<file path="src/design/detection_result_packet_framer_top_assert.svh">
// Assertion helpers shared by the framer modules.
// Every module that uses them has clk_i and rst_ni in scope.
`ifndef DETECTION_RESULT_PACKET_FRAMER_TOP_ASSERT_SVH
`define DETECTION_RESULT_PACKET_FRAMER_TOP_ASSERT_SVH

// Property that holds on every clock edge out of reset.
`define DRPF_ASSERT(lbl, prop, msg) \
  lbl: assert property (@(posedge clk_i) disable iff (!rst_ni) (prop)) else $error(msg);

// Antecedent in one cycle implies consequent in the next.
`define DRPF_ASSERT_NEXT(lbl, ante, cons, msg) \
  lbl: assert property (@(posedge clk_i) disable iff (!rst_ni) (ante) |=> (cons)) \
    else $error(msg);

`endif

</file>
<file path="src/design/drpf_pkg.sv">
package drpf_pkg;

  localparam int unsigned MaxObjects = 10;
  localparam int unsigned CntW       = 4;

  localparam int unsigned HdrBytes  = 16;
  localparam int unsigned ObjBytes  = 12;
  localparam int unsigned CrcBytes  = 2;
  localparam int unsigned JobW      = 8 * HdrBytes;
  localparam int unsigned LenW      = 5;
  localparam int unsigned QueueDepth = 2;

  localparam logic [15:0] Magic     = 16'h4F59;
  localparam logic [7:0]  Version   = 8'h01;
  localparam logic [7:0]  Flags     = 8'h00;
  localparam logic [15:0] CrcInit   = 16'hFFFF;
  localparam logic [15:0] CrcPoly   = 16'h1021;
  localparam logic [15:0] ScoreOne  = 16'h8000;

  typedef enum logic [1:0] {
    CmdHeader = 2'd0,
    CmdObject = 2'd1,
    CmdStatus = 2'd2
  } cmd_e;

  // one unit of work for the serializer
  typedef struct packed {
    logic            is_hdr;
    logic            crc_tail;
    logic [JobW-1:0] data;
  } job_t;

  // CRC-16, MSB first, one byte
  function automatic logic [15:0] crc_byte(input logic [15:0] c, input logic [7:0] b);
    logic [15:0] r;
    r = c ^ {b, 8'h00};
    for (int k = 0; k < 8; k++) begin
      r = r[15] ? ({r[14:0], 1'b0} ^ CrcPoly) : {r[14:0], 1'b0};
    end
    return r;
  endfunction

endpackage

</file>
<file path="src/design/detection_result_packet_framer_top.sv">
// Detection-result packet framer. Each input request is classified by a
// front stage: a header request opens a packet (magic 0x4F59, version 1,
// flags 0, frame id, inference time, object count clamped to MaxObjects and
// the current dropped count, all little endian, 16 bytes); an object request
// adds 12 bytes (class, Q15 score, four box coordinates) while the header's
// count is not used up; a write-status request clears or bumps the dropped
// count; anything else is ignored. After the last announced object, or right
// after a header with a zero count, the CRC-16/CCITT-FALSE of the packet is
// sent low byte first and its high byte carries last. A fresh header drops
// an unfinished packet and restarts the checksum. Rate: the byte serializer
// sends one byte per cycle from its output register while the output is not
// stalled; status and ignored requests push no job. A two-entry job queue
// lets the input take requests every cycle until it holds two jobs.
module detection_result_packet_framer_top import drpf_pkg::*; (
  input  logic        clk_i,
  input  logic        rst_ni,
  input  logic        in_valid_i,
  output logic        in_stall_o,
  input  logic [1:0]  cmd_i,
  input  logic [31:0] frame_num_i,
  input  logic [31:0] infer_time_i,
  input  logic [15:0] object_total_i,
  input  logic [15:0] obj_class_i,
  input  logic signed [16:0] score_i,
  input  logic [15:0] box_x1_i,
  input  logic [15:0] box_y1_i,
  input  logic [15:0] box_x2_i,
  input  logic [15:0] box_y2_i,
  input  logic        write_ok_i,
  output logic        out_valid_o,
  input  logic        out_stall_i,
  output logic [7:0]  out_byte_o,
  output logic        last_o
);

  logic accept;
  logic push;
  job_t push_job;
  logic q_full;
  logic q_valid;
  job_t q_job;
  logic pop;

  // stall on a full queue only
  assign in_stall_o = q_full;
  assign accept     = in_valid_i && !q_full;

  // classify, track counts, pack header or object bytes
  drpf_front u_front (
    .clk_i          (clk_i),
    .rst_ni         (rst_ni),
    .accept_i       (accept),
    .cmd_i          (cmd_i),
    .frame_num_i    (frame_num_i),
    .infer_time_i   (infer_time_i),
    .object_total_i (object_total_i),
    .obj_class_i    (obj_class_i),
    .score_i        (score_i),
    .box_x1_i       (box_x1_i),
    .box_y1_i       (box_y1_i),
    .box_x2_i       (box_x2_i),
    .box_y2_i       (box_y2_i),
    .write_ok_i     (write_ok_i),
    .push_o         (push),
    .job_o          (push_job)
  );

  // decouples classification from byte output
  drpf_queue u_queue (
    .clk_i   (clk_i),
    .rst_ni  (rst_ni),
    .push_i  (push),
    .job_i   (push_job),
    .pop_i   (pop),
    .full_o  (q_full),
    .valid_o (q_valid),
    .job_o   (q_job)
  );

  // byte serializer with running CRC and registered output
  drpf_back u_back (
    .clk_i       (clk_i),
    .rst_ni      (rst_ni),
    .job_valid_i (q_valid),
    .job_i       (q_job),
    .pop_o       (pop),
    .out_valid_o (out_valid_o),
    .out_stall_i (out_stall_i),
    .out_byte_o  (out_byte_o),
    .last_o      (last_o)
  );

endmodule

</file>
<file path="src/design/drpf_front.sv">
module drpf_front import drpf_pkg::*; (
  input  logic        clk_i,
  input  logic        rst_ni,
  input  logic        accept_i,
  input  logic [1:0]  cmd_i,
  input  logic [31:0] frame_num_i,
  input  logic [31:0] infer_time_i,
  input  logic [15:0] object_total_i,
  input  logic [15:0] obj_class_i,
  input  logic signed [16:0] score_i,
  input  logic [15:0] box_x1_i,
  input  logic [15:0] box_y1_i,
  input  logic [15:0] box_x2_i,
  input  logic [15:0] box_y2_i,
  input  logic        write_ok_i,
  output logic        push_o,
  output job_t        job_o
);

  logic [CntW-1:0] objects_left_q, objects_left_d;
  logic [15:0]     dropped_q, dropped_d;
  logic [15:0]     cnt16;
  logic [15:0]     score_sat;
  logic [15:0]     score_scaled;

  assign cnt16 = (object_total_i > 16'(MaxObjects)) ? 16'(MaxObjects) : object_total_i;

  // clamp to 0..1.0, then s*32767>>15 which is s-1 for any nonzero s
  always_comb begin
    if (score_i[16]) begin
      score_sat = '0;
    end else if (score_i[15:0] > ScoreOne) begin
      score_sat = ScoreOne;
    end else begin
      score_sat = score_i[15:0];
    end
    score_scaled = (score_sat == '0) ? '0 : score_sat - 16'd1;
  end

  always_comb begin
    objects_left_d = objects_left_q;
    dropped_d      = dropped_q;
    push_o         = 1'b0;
    job_o          = '0;
    if (accept_i) begin
      case (cmd_e'(cmd_i))
        CmdHeader: begin
          push_o         = 1'b1;
          job_o.is_hdr   = 1'b1;
          job_o.crc_tail = (cnt16 == '0);
          job_o.data     = {dropped_q, cnt16, infer_time_i, frame_num_i, Flags, Version, Magic};
          objects_left_d = cnt16[CntW-1:0];
        end
        CmdObject: begin
          if (objects_left_q != '0) begin
            push_o         = 1'b1;
            job_o.crc_tail = (objects_left_q == CntW'(1));
            job_o.data     = {32'h0, box_y2_i, box_x2_i, box_y1_i, box_x1_i,
                              score_scaled, obj_class_i};
            objects_left_d = objects_left_q - CntW'(1);
          end
        end
        CmdStatus: begin
          dropped_d = write_ok_i ? 16'h0 : dropped_q + 16'd1;
        end
        default: ;
      endcase
    end
  end

  always_ff @(posedge clk_i or negedge rst_ni) begin
    if (!rst_ni) begin
      objects_left_q <= '0;
      dropped_q      <= '0;
    end else begin
      objects_left_q <= objects_left_d;
      dropped_q      <= dropped_d;
    end
  end

endmodule

</file>
<file path="src/design/drpf_queue.sv">
module drpf_queue import drpf_pkg::*; (
  input  logic clk_i,
  input  logic rst_ni,
  input  logic push_i,
  input  job_t job_i,
  input  logic pop_i,
  output logic full_o,
  output logic valid_o,
  output job_t job_o
);

  localparam int unsigned PtrW = $clog2(QueueDepth);
  localparam int unsigned CntQW = $clog2(QueueDepth + 1);

  job_t             mem_q [QueueDepth];
  logic [PtrW-1:0]  wr_ptr_q, rd_ptr_q;
  logic [CntQW-1:0] count_q;
  logic             do_push, do_pop;

  assign full_o  = (count_q == CntQW'(QueueDepth));
  assign valid_o = (count_q != '0);
  assign job_o   = mem_q[rd_ptr_q];
  assign do_push = push_i && !full_o;
  assign do_pop  = pop_i && valid_o;

  always_ff @(posedge clk_i) begin
    if (do_push) begin
      mem_q[wr_ptr_q] <= job_i;
    end
  end

  always_ff @(posedge clk_i or negedge rst_ni) begin
    if (!rst_ni) begin
      wr_ptr_q <= '0;
      rd_ptr_q <= '0;
      count_q  <= '0;
    end else begin
      if (do_push) begin
        wr_ptr_q <= (wr_ptr_q == PtrW'(QueueDepth - 1)) ? '0 : wr_ptr_q + PtrW'(1);
      end
      if (do_pop) begin
        rd_ptr_q <= (rd_ptr_q == PtrW'(QueueDepth - 1)) ? '0 : rd_ptr_q + PtrW'(1);
      end
      count_q <= count_q + CntQW'(do_push) - CntQW'(do_pop);
    end
  end

`include "detection_result_packet_framer_top_assert.svh"
  `DRPF_ASSERT(a_no_push_full, !(push_i && full_o), "job pushed into full queue")
  `DRPF_ASSERT(a_count_bound, count_q <= CntQW'(QueueDepth), "queue count overflow")

endmodule

</file>
<file path="src/design/drpf_back.sv">
module drpf_back import drpf_pkg::*; (
  input  logic       clk_i,
  input  logic       rst_ni,
  input  logic       job_valid_i,
  input  job_t       job_i,
  output logic       pop_o,
  output logic       out_valid_o,
  input  logic       out_stall_i,
  output logic [7:0] out_byte_o,
  output logic       last_o
);

  logic            busy_q, busy_d;
  logic [JobW-1:0] data_q, data_d;
  logic [LenW-1:0] idx_q, idx_d;
  logic [LenW-1:0] ndata_q, ndata_d;
  logic [LenW-1:0] len_q, len_d;
  logic [15:0]     crc_q, crc_d;
  logic            out_valid_q, out_valid_d;
  logic [7:0]      out_byte_q, out_byte_d;
  logic            out_last_q, out_last_d;

  logic            out_room, emit, final_byte, data_phase, crc_lo;
  logic [7:0]      cur_byte;
  logic [15:0]     crc_next;
  logic [LenW-1:0] job_ndata;

  assign out_room   = !out_valid_q || !out_stall_i;
  assign emit       = busy_q && out_room;
  assign final_byte = (idx_q == len_q - LenW'(1));
  assign data_phase = (idx_q < ndata_q);
  assign crc_lo     = (idx_q == ndata_q);
  assign cur_byte   = data_phase ? data_q[7:0] : (crc_lo ? crc_q[7:0] : crc_q[15:8]);
  assign crc_next   = crc_byte(crc_q, data_q[7:0]);
  assign pop_o      = job_valid_i && (!busy_q || (emit && final_byte));
  assign job_ndata  = job_i.is_hdr ? LenW'(HdrBytes) : LenW'(ObjBytes);

  always_comb begin
    busy_d      = busy_q;
    data_d      = data_q;
    idx_d       = idx_q;
    ndata_d     = ndata_q;
    len_d       = len_q;
    crc_d       = crc_q;
    out_valid_d = out_valid_q && out_stall_i;
    out_byte_d  = out_byte_q;
    out_last_d  = out_last_q;

    if (emit) begin
      out_valid_d = 1'b1;
      out_byte_d  = cur_byte;
      out_last_d  = !data_phase && !crc_lo;
      idx_d       = idx_q + LenW'(1);
      if (data_phase) begin
        data_d = {8'h00, data_q[JobW-1:8]};
        crc_d  = crc_next;
      end else if (!crc_lo) begin
        crc_d = CrcInit;
      end
      if (final_byte) begin
        busy_d = 1'b0;
      end
    end

    if (pop_o) begin
      busy_d  = 1'b1;
      data_d  = job_i.data;
      idx_d   = '0;
      ndata_d = job_ndata;
      len_d   = job_ndata + (job_i.crc_tail ? LenW'(CrcBytes) : LenW'(0));
      // a header restarts the checksum, also over an abandoned packet
      if (job_i.is_hdr) begin
        crc_d = CrcInit;
      end
    end
  end

  always_ff @(posedge clk_i or negedge rst_ni) begin
    if (!rst_ni) begin
      busy_q      <= 1'b0;
      idx_q       <= '0;
      ndata_q     <= '0;
      len_q       <= '0;
      crc_q       <= CrcInit;
      out_valid_q <= 1'b0;
    end else begin
      busy_q      <= busy_d;
      idx_q       <= idx_d;
      ndata_q     <= ndata_d;
      len_q       <= len_d;
      crc_q       <= crc_d;
      out_valid_q <= out_valid_d;
    end
  end

  always_ff @(posedge clk_i) begin
    data_q     <= data_d;
    out_byte_q <= out_byte_d;
    out_last_q <= out_last_d;
  end

  assign out_valid_o = out_valid_q;
  assign out_byte_o  = out_byte_q;
  assign last_o      = out_last_q;

`include "detection_result_packet_framer_top_assert.svh"
  `DRPF_ASSERT(a_idx_in_range, !busy_q || (idx_q < len_q), "byte index past job length")
  `DRPF_ASSERT_NEXT(a_crc_restart, emit && !data_phase && !crc_lo, crc_q == CrcInit,
                    "checksum not restarted after packet end")
  `DRPF_ASSERT_NEXT(a_held_byte, out_valid_q && out_stall_i, out_valid_q,
                    "stalled output byte dropped")

endmodule

</file>
<file path="config.mk">
export PLATFORM = sky130hd
export DESIGN_NAME = detection_result_packet_framer_top
export DESIGN_NICKNAME = d
export VERILOG_FILES = /design/src/design/drpf_pkg.sv /design/src/design/detection_result_packet_framer_top.sv /design/src/design/drpf_front.sv /design/src/design/drpf_queue.sv /design/src/design/drpf_back.sv
export VERILOG_INCLUDE_DIRS = /design/src /design/src/design
export SDC_FILE = /design/constraint.sdc
export NUM_CORES = 1
export LEC_CHECK = 0
export ABC_AREA = 0
export BUFFER_PORTS_ARGS = -buffer_cell sky130_fd_sc_hd__buf_2
export CORE_AREA = 3 3 253 280
export DETAILED_ROUTE_END_ITERATION = 6
export DIE_AREA = 0 0 256 283
export SLEW_MARGIN = 20
export SYNTH_ARGS = -nofsm -noshare
export SYNTH_HDL_FRONTEND = slang
export SYNTH_HIERARCHICAL = 1
export SYNTH_SLANG_ARGS = --single-unit
</file>
<file path="constraint.sdc">
create_clock -name clk_i -period 9.6 [get_ports clk_i]
set_input_delay 1.44 -clock clk_i [delete_from_list [all_inputs] [get_ports clk_i]]
set_output_delay 1.44 -clock clk_i [all_outputs]
set_load 0.05 [all_outputs]
</file>
Word-level counts from Yosys, hierarchy flattened

Memory sizes are Yosys's and may differ from the RTL's.
Cells that the tools add are included.

Add/sub/neg operators: 10
Multiply operators: 0
Divide/modulo/power cells: 0
Order comparisons: 3
Equality and inequality tests: 7
Shift-type cells: 0
Mux-type cells: 44
Bitwise gates (word level): 9
Reductions and logical operators: 29

Operators with widths:

| cell                                                           | number |
|---|---|
| 2-to-1 mux 128 bit                                             | 3 |
| one-hot mux 129 bit (2 select lines)                           | 1 |
| 2-to-1 mux 16 bit                                              | 10 |
| 2-to-1 mux 130 bit                                             | 1 |
| 2-to-1 mux 129 bit                                             | 1 |
| 2-to-1 mux 13 bit                                              | 8 |
| zero test 16 bit                                               | 2 |
| NOT 3 bit                                                      | 8 |
| adder 16 x 1 -> 16 bit, second input constant                  | 1 |
| greater-than comparator 16 bit, second input constant          | 1 |
| greater-than comparator 16 x 4 -> 1 bit, second input constant | 1 |
| 2-to-1 mux 8 bit                                               | 2 |
| subtractor 16 x 1 -> 16 bit, second input constant             | 1 |
| bitwise XOR 16 bit                                             | 1 |
| 2-to-1 mux 5 bit                                               | 3 |
| 2-to-1 mux 1 bit                                               | 11 |
| equality test 5 bit                                            | 2 |
| nonzero test 2 bit                                             | 5 |
| logical AND 1 bit                                              | 8 |
| one-hot mux 4 bit (2 select lines)                             | 1 |
| zero test 1 bit                                                | 6 |
| AND reduction 2 bit                                            | 3 |
| adder 5 x 1 -> 5 bit, second input constant                    | 1 |
| adder 5 bit                                                    | 1 |
| 17 further kinds                                               | 20 |

Bits in registers: 194
Bits in latches: 0
Bits in writable memories: 260
Bits in read-only memories: 0
Output and inout port bits: 11
Logic and storage cells: 117
Memories kept: 1

Memories:

| memory        | depth | bits a word | rd ports | clocked after Yosys merged registers in | wr ports | line             | source |
|---|---|---|---|---|---|---|---|
| u_queue.mem_q | 2     | 130         | 1        | 0                                       | 1        | drpf_queue.sv:15 | `job_t mem_q [QueueDepth];` |

Logic depth before layout (Yosys ltp)

Word-level depth: 21
Depth in mapped cells: 13

Modules after synthesis

Netlist, hierarchy kept.

By module, submodules not included:

| module                             | times used | cells each | area an instance (sq um) | sequential area each (sq um) |
|---|---|---|---|---|
| drpf_queue                         | 1          | 423        | 9957.0                   | 7907.6 |
| drpf_back                          | 1          | 449        | 7482.2                   | 4784.6 |
| drpf_front                         | 1          | 432        | 2874.0                   | 500.5 |
| detection_result_packet_framer_top | 1          | 1          | 13.8                     | 0.0 |

Worst setup path before layout

No wires, ideal clock.

Path kind: input to register
Start: in in_valid_i
End: mem u_queue/mem_q[0][0] (netlist bit), enable pin
Setup time: 621 ps
Arrival: 8065 ps
Data required time: 8979 ps
Path slack: 914 ps
Stages: 7
Buffers on the path: 2
Cells stage by stage: nor2b_4 clkbuf_1 nand2b_1 a21oi_1 clkbuf_1 nand2_1 nor2_1

Cells in the longest elaborated chain, start to end: 5

RTL lines:

| item                                   | line                                     | source |
|---|---|---|
| start: declaration                     | detection_result_packet_framer_top.sv:17 | `input logic in_valid_i,` |
| logical AND 1 bit                      | detection_result_packet_framer_top.sv:46 | `assign accept = in_valid_i && !q_full;` |
| 2-to-1 mux 1 bit                       | drpf_front.sv:45                         | `if (accept_i) begin` |
| net push                               | detection_result_packet_framer_top.sv:37 | `logic push;` |
| logical AND 1 bit                      | drpf_queue.sv:23                         | `assign do_push = push_i && !full_o;` |
| 2-to-1 mux 1 bit                       | drpf_queue.sv:27                         | `if (do_push) begin` |
| 2-to-1 mux 1 bit (implied by the code) | drpf_queue.sv:28                         | `mem_q[wr_ptr_q] <= job_i;` |
| end: declaration                       | drpf_queue.sv:15                         |  |

The timed path passes the listed nets, and every way through them passes these cells.

Worst setup path after layout

Start: in in_valid_i
End: mem u_queue/mem_q[1][30] (netlist bit), enable pin

Cells in the longest elaborated chain, start to end: 5

RTL lines:

| item                                   | line                                     | source |
|---|---|---|
| logical AND 1 bit                      | detection_result_packet_framer_top.sv:46 |  |
| net accept                             | detection_result_packet_framer_top.sv:36 | `logic accept;` |
| 2-to-1 mux 1 bit                       | drpf_front.sv:45                         |  |
| net push                               | detection_result_packet_framer_top.sv:37 |  |
| logical AND 1 bit                      | drpf_queue.sv:23                         |  |
| 2-to-1 mux 1 bit                       | drpf_queue.sv:27                         |  |
| 2-to-1 mux 1 bit (implied by the code) | drpf_queue.sv:28                         |  |

The timed path passes the listed nets, and every way through them passes these cells.

==> results_dict.tcl <==
set metrics [dict create \
    status "finished, final reports clean" \
    io_pins 195 \
    multi_input_area_um2 6630 \
    cp_max_fo 73 \
    wire_per_inst_um 17.9 \
    synth_top_cells_by_area "edfxtp_1 (59%), mux2_4 (12%), mux2_2 (5.1%), dfrtp_1 (4.2%), a22oi_1 (2.4%)" \
    vias 11200 \
    ant_nets 0 \
    cts.clk_slew.worst_paths_ns 0.06 \
    cts_tree "yes" \
    pre_cts_ws_ns 4.37 \
    post_cts_buffers 0 \
    core.rowCount 100 \
    totalPowerFinal_mw 6.74 \
    netlist_top_cells_count "edfxtp_1 (397), mux2_4 (158), nor2_1 (112)" \
    rrSetupSlack_ns 5.47 \
    period_minus_slack_ns 4.49 \
    cts_resized 0 \
    initial_utilization 0.299 \
    fin_hold_ws_ns 0.507 \
    worst_pin_slew_ns 1.12 \
    hold_violations 0 \
    arrival_ns 4.65 \
    crit_start "in_valid_i" \
    cp.depth 8 \
    clockBufferDepth 3 \
    cp-end-kind "flop" \
    drt_iter0_drc 896 \
    synth_seq_cells 447 \
    area_growth_pct 15.3 \
    h-tree-depth 2 \
    critPathKind "in2reg" \
    grt_max_degree 88 \
    syn_avg_cell_area_um2 15.6 \
    yosysMostFrequentCell "edfxtp_1" \
    finalClockSkew_ns 0.0164 \
    fmax_ghz 0.223 \
    clock-root-buffer "clkbuf_16" \
    leakagePower_nw 8.86 \
    chipWidth_um 256 \
    relSlewSlack 0.255 \
    numCtsBuffers 43 \
    die-area_um2 72400 \
    ys_seq_area_frac 0.649 \
    post-route-util 0.345 \
    stdcell_area_um2 23400 \
    drive_above_1_share 0.364 \
    crit_slowest_cell "buf_4" \
    ys_types 61 \
    max_cap_viol_count 0 \
    synth_ff_type "edfxtp_1" \
    worstReg2RegStart "u_queue/count_q[1]" \
    fp.dieH_um 283 \
    synth_top_area_frac 0.586 \
    critPathRequiredTime_ns 9.76 \
    gr-total-overflow 0 \
    synthesis.area_um2 20300 \
    seq_area_um2 13200 \
    placed_area_um2 22100 \
    startpoint_type "input port" \
    track_usage 0.116 \
    dp_hpwl_um 28500 \
    synth_top_cell_by_area "edfxtp_1" \
    ff2ff_path_depth 9 \
    hold_path.class "reg2reg" \
    final_nets 1686 \
    slew_violations 0 \
    path_cells "buf_2, nor2b_4, nand2b_2, buf_4, a21oi_1, buf_4, and3_4, buf_4" \
    grt_pass1_vias 11400 \
    gp_congestion 0.801 \
    rsz0062_at_grt "false" \
    async_reset_ff_frac 0.112 \
    grt_pass1_wl_um 66300 \
    min_period_over_period 0.467 \
    slowest_delay_ns 0.91 \
    synth_edf_count 397 \
    powerDensity_nw_per_um2 288 \
    cp-endpoint "u_queue/mem_q[1][30]" \
    fillers 6482 \
    setup_tns_ns 0 \
    holdBufCountCts 0 \
    reg2reg_to "u_queue/mem_q[1][30]" \
    port_buffers 194 \
    clock_latency_ns 0.55 \
    design.core.area_um2 67900 \
    irDropWorstVdd_v 0.000141 \
    dpl.cell_count 2360 \
    drcViolationCount 0 \
    yosys_warnings 6 \
    antenna_found_initial 2 \
    numClockSinks 447 \
    wl_um 43700 \
    syn_inst 1305 \
    path_delay_family "buffers and inverters" \
    stdcell_count 2440 \
    finalSetupViolCount 0 \
    viasPerCell 4.59 \
    cpMostUsedCell "buf_4" \
    finalWorstSetupSlack_ns 5.11 \
    firstDrtPassIters 5 \
    path_buf_inv 4 \
]
area by class of cell:
cell class              count  share of cell area
diodes                      1            0.000107
clock buffers              54              0.0477
clock inverters            24             0.00657
inverters                  21             0.00336
multi-input cells         765               0.283
flip-flops and latches    447               0.563
well taps                 918              0.0490
repair buffers            210              0.0474
metal layers:
layer | global-route usage | part of all wire | vias to the layer above
met3 | 0.0177 | 0.036 | 54
met1 | 0.151 | 0.43 | 5588
met5 | 0 | 0.00046 | -
li1 | - | - | 5317
met2 | 0.201 | 0.51 | 242
met4 | 0.0307 | 0.019 | 2
worst min path at each step:
stage                  startpoint                 end  slack, ns  cells after the start
6_report       u_queue/count_q[1]  u_queue/count_q[1]       0.51                      1
4_1_cts        u_queue/count_q[1]  u_queue/count_q[1]       0.51                      1
2_1_floorplan  u_queue/count_q[1]  u_queue/count_q[1]       0.46                      1
5_1_grt        u_queue/count_q[1]  u_queue/count_q[1]       0.53                      1
3_3_place_gp   u_queue/count_q[1]  u_queue/count_q[1]       0.48                      1
3_5_place_dp   u_queue/count_q[1]  u_queue/count_q[1]       0.50                      1
flip-flops by register name (all words and copies together) (netlist names), 2 cells and up:
signal,count
u_back/crc_q,16
u_back/len_q,2
u_front/objects_left_q,4
u_queue/mem_q,260
u_back/out_byte_o,8
u_back/idx_q,5
u_back/data_q,128
u_queue/count_q,2
u_front/dropped_q,16
cells in the final DEF (no fill, tap or decap), types with 11 or more instances in the layout:
cell,Yosys,final
a21oi_1,30,30
a22oi_1,64,64
and3_1,34,33
buf_2,10,194
buf_4,12,15
clkbuf_1,36,11
clkbuf_16,0,43
clkinv_1,1,12
conb_1,1,12
dfrtp_1,34,33
dfstp_2,16,16
edfxtp_1,397,397
ha_1,14,14
inv_1,20,20
mux2_2,92,92
mux2_4,158,158
nand2_1,42,40
nor2_1,112,109
nor4_1,13,13
o21ai_0,17,17
o22ai_1,18,18
xnor2_1,30,30
xor2_1,15,15
power breakdown:
| group | leakage, nW | internal [mW] | total, mW | switching [mW] |
|---|---|---|---|---|
| sequential | 4.32 | 2.90 | 3.17 | 0.272 |
| clock | 0.623 | 0.833 | 1.54 | 0.707 |
| combinational | 3.92 | 0.986 | 2.03 | 1.04 |
| total | 8.86 | 4.72 | 6.74 | 2.02 |
kinds of logic (layout without fill, tap and decap cells):
kind of cell,Yosys count,after routing,share of synthesized area
flops,447,447,0.649
simple gates,264,264,0.0628
mux,260,260,0.173
compound gates,170,170,0.0581
buf+inv,104,309,0.0292
xor+xnor,45,45,0.0194
fa+ha+maj,14,14,0.00862
other cells,1,13,0.000184
No activity file was read; power rests on OpenSTA's default activity.
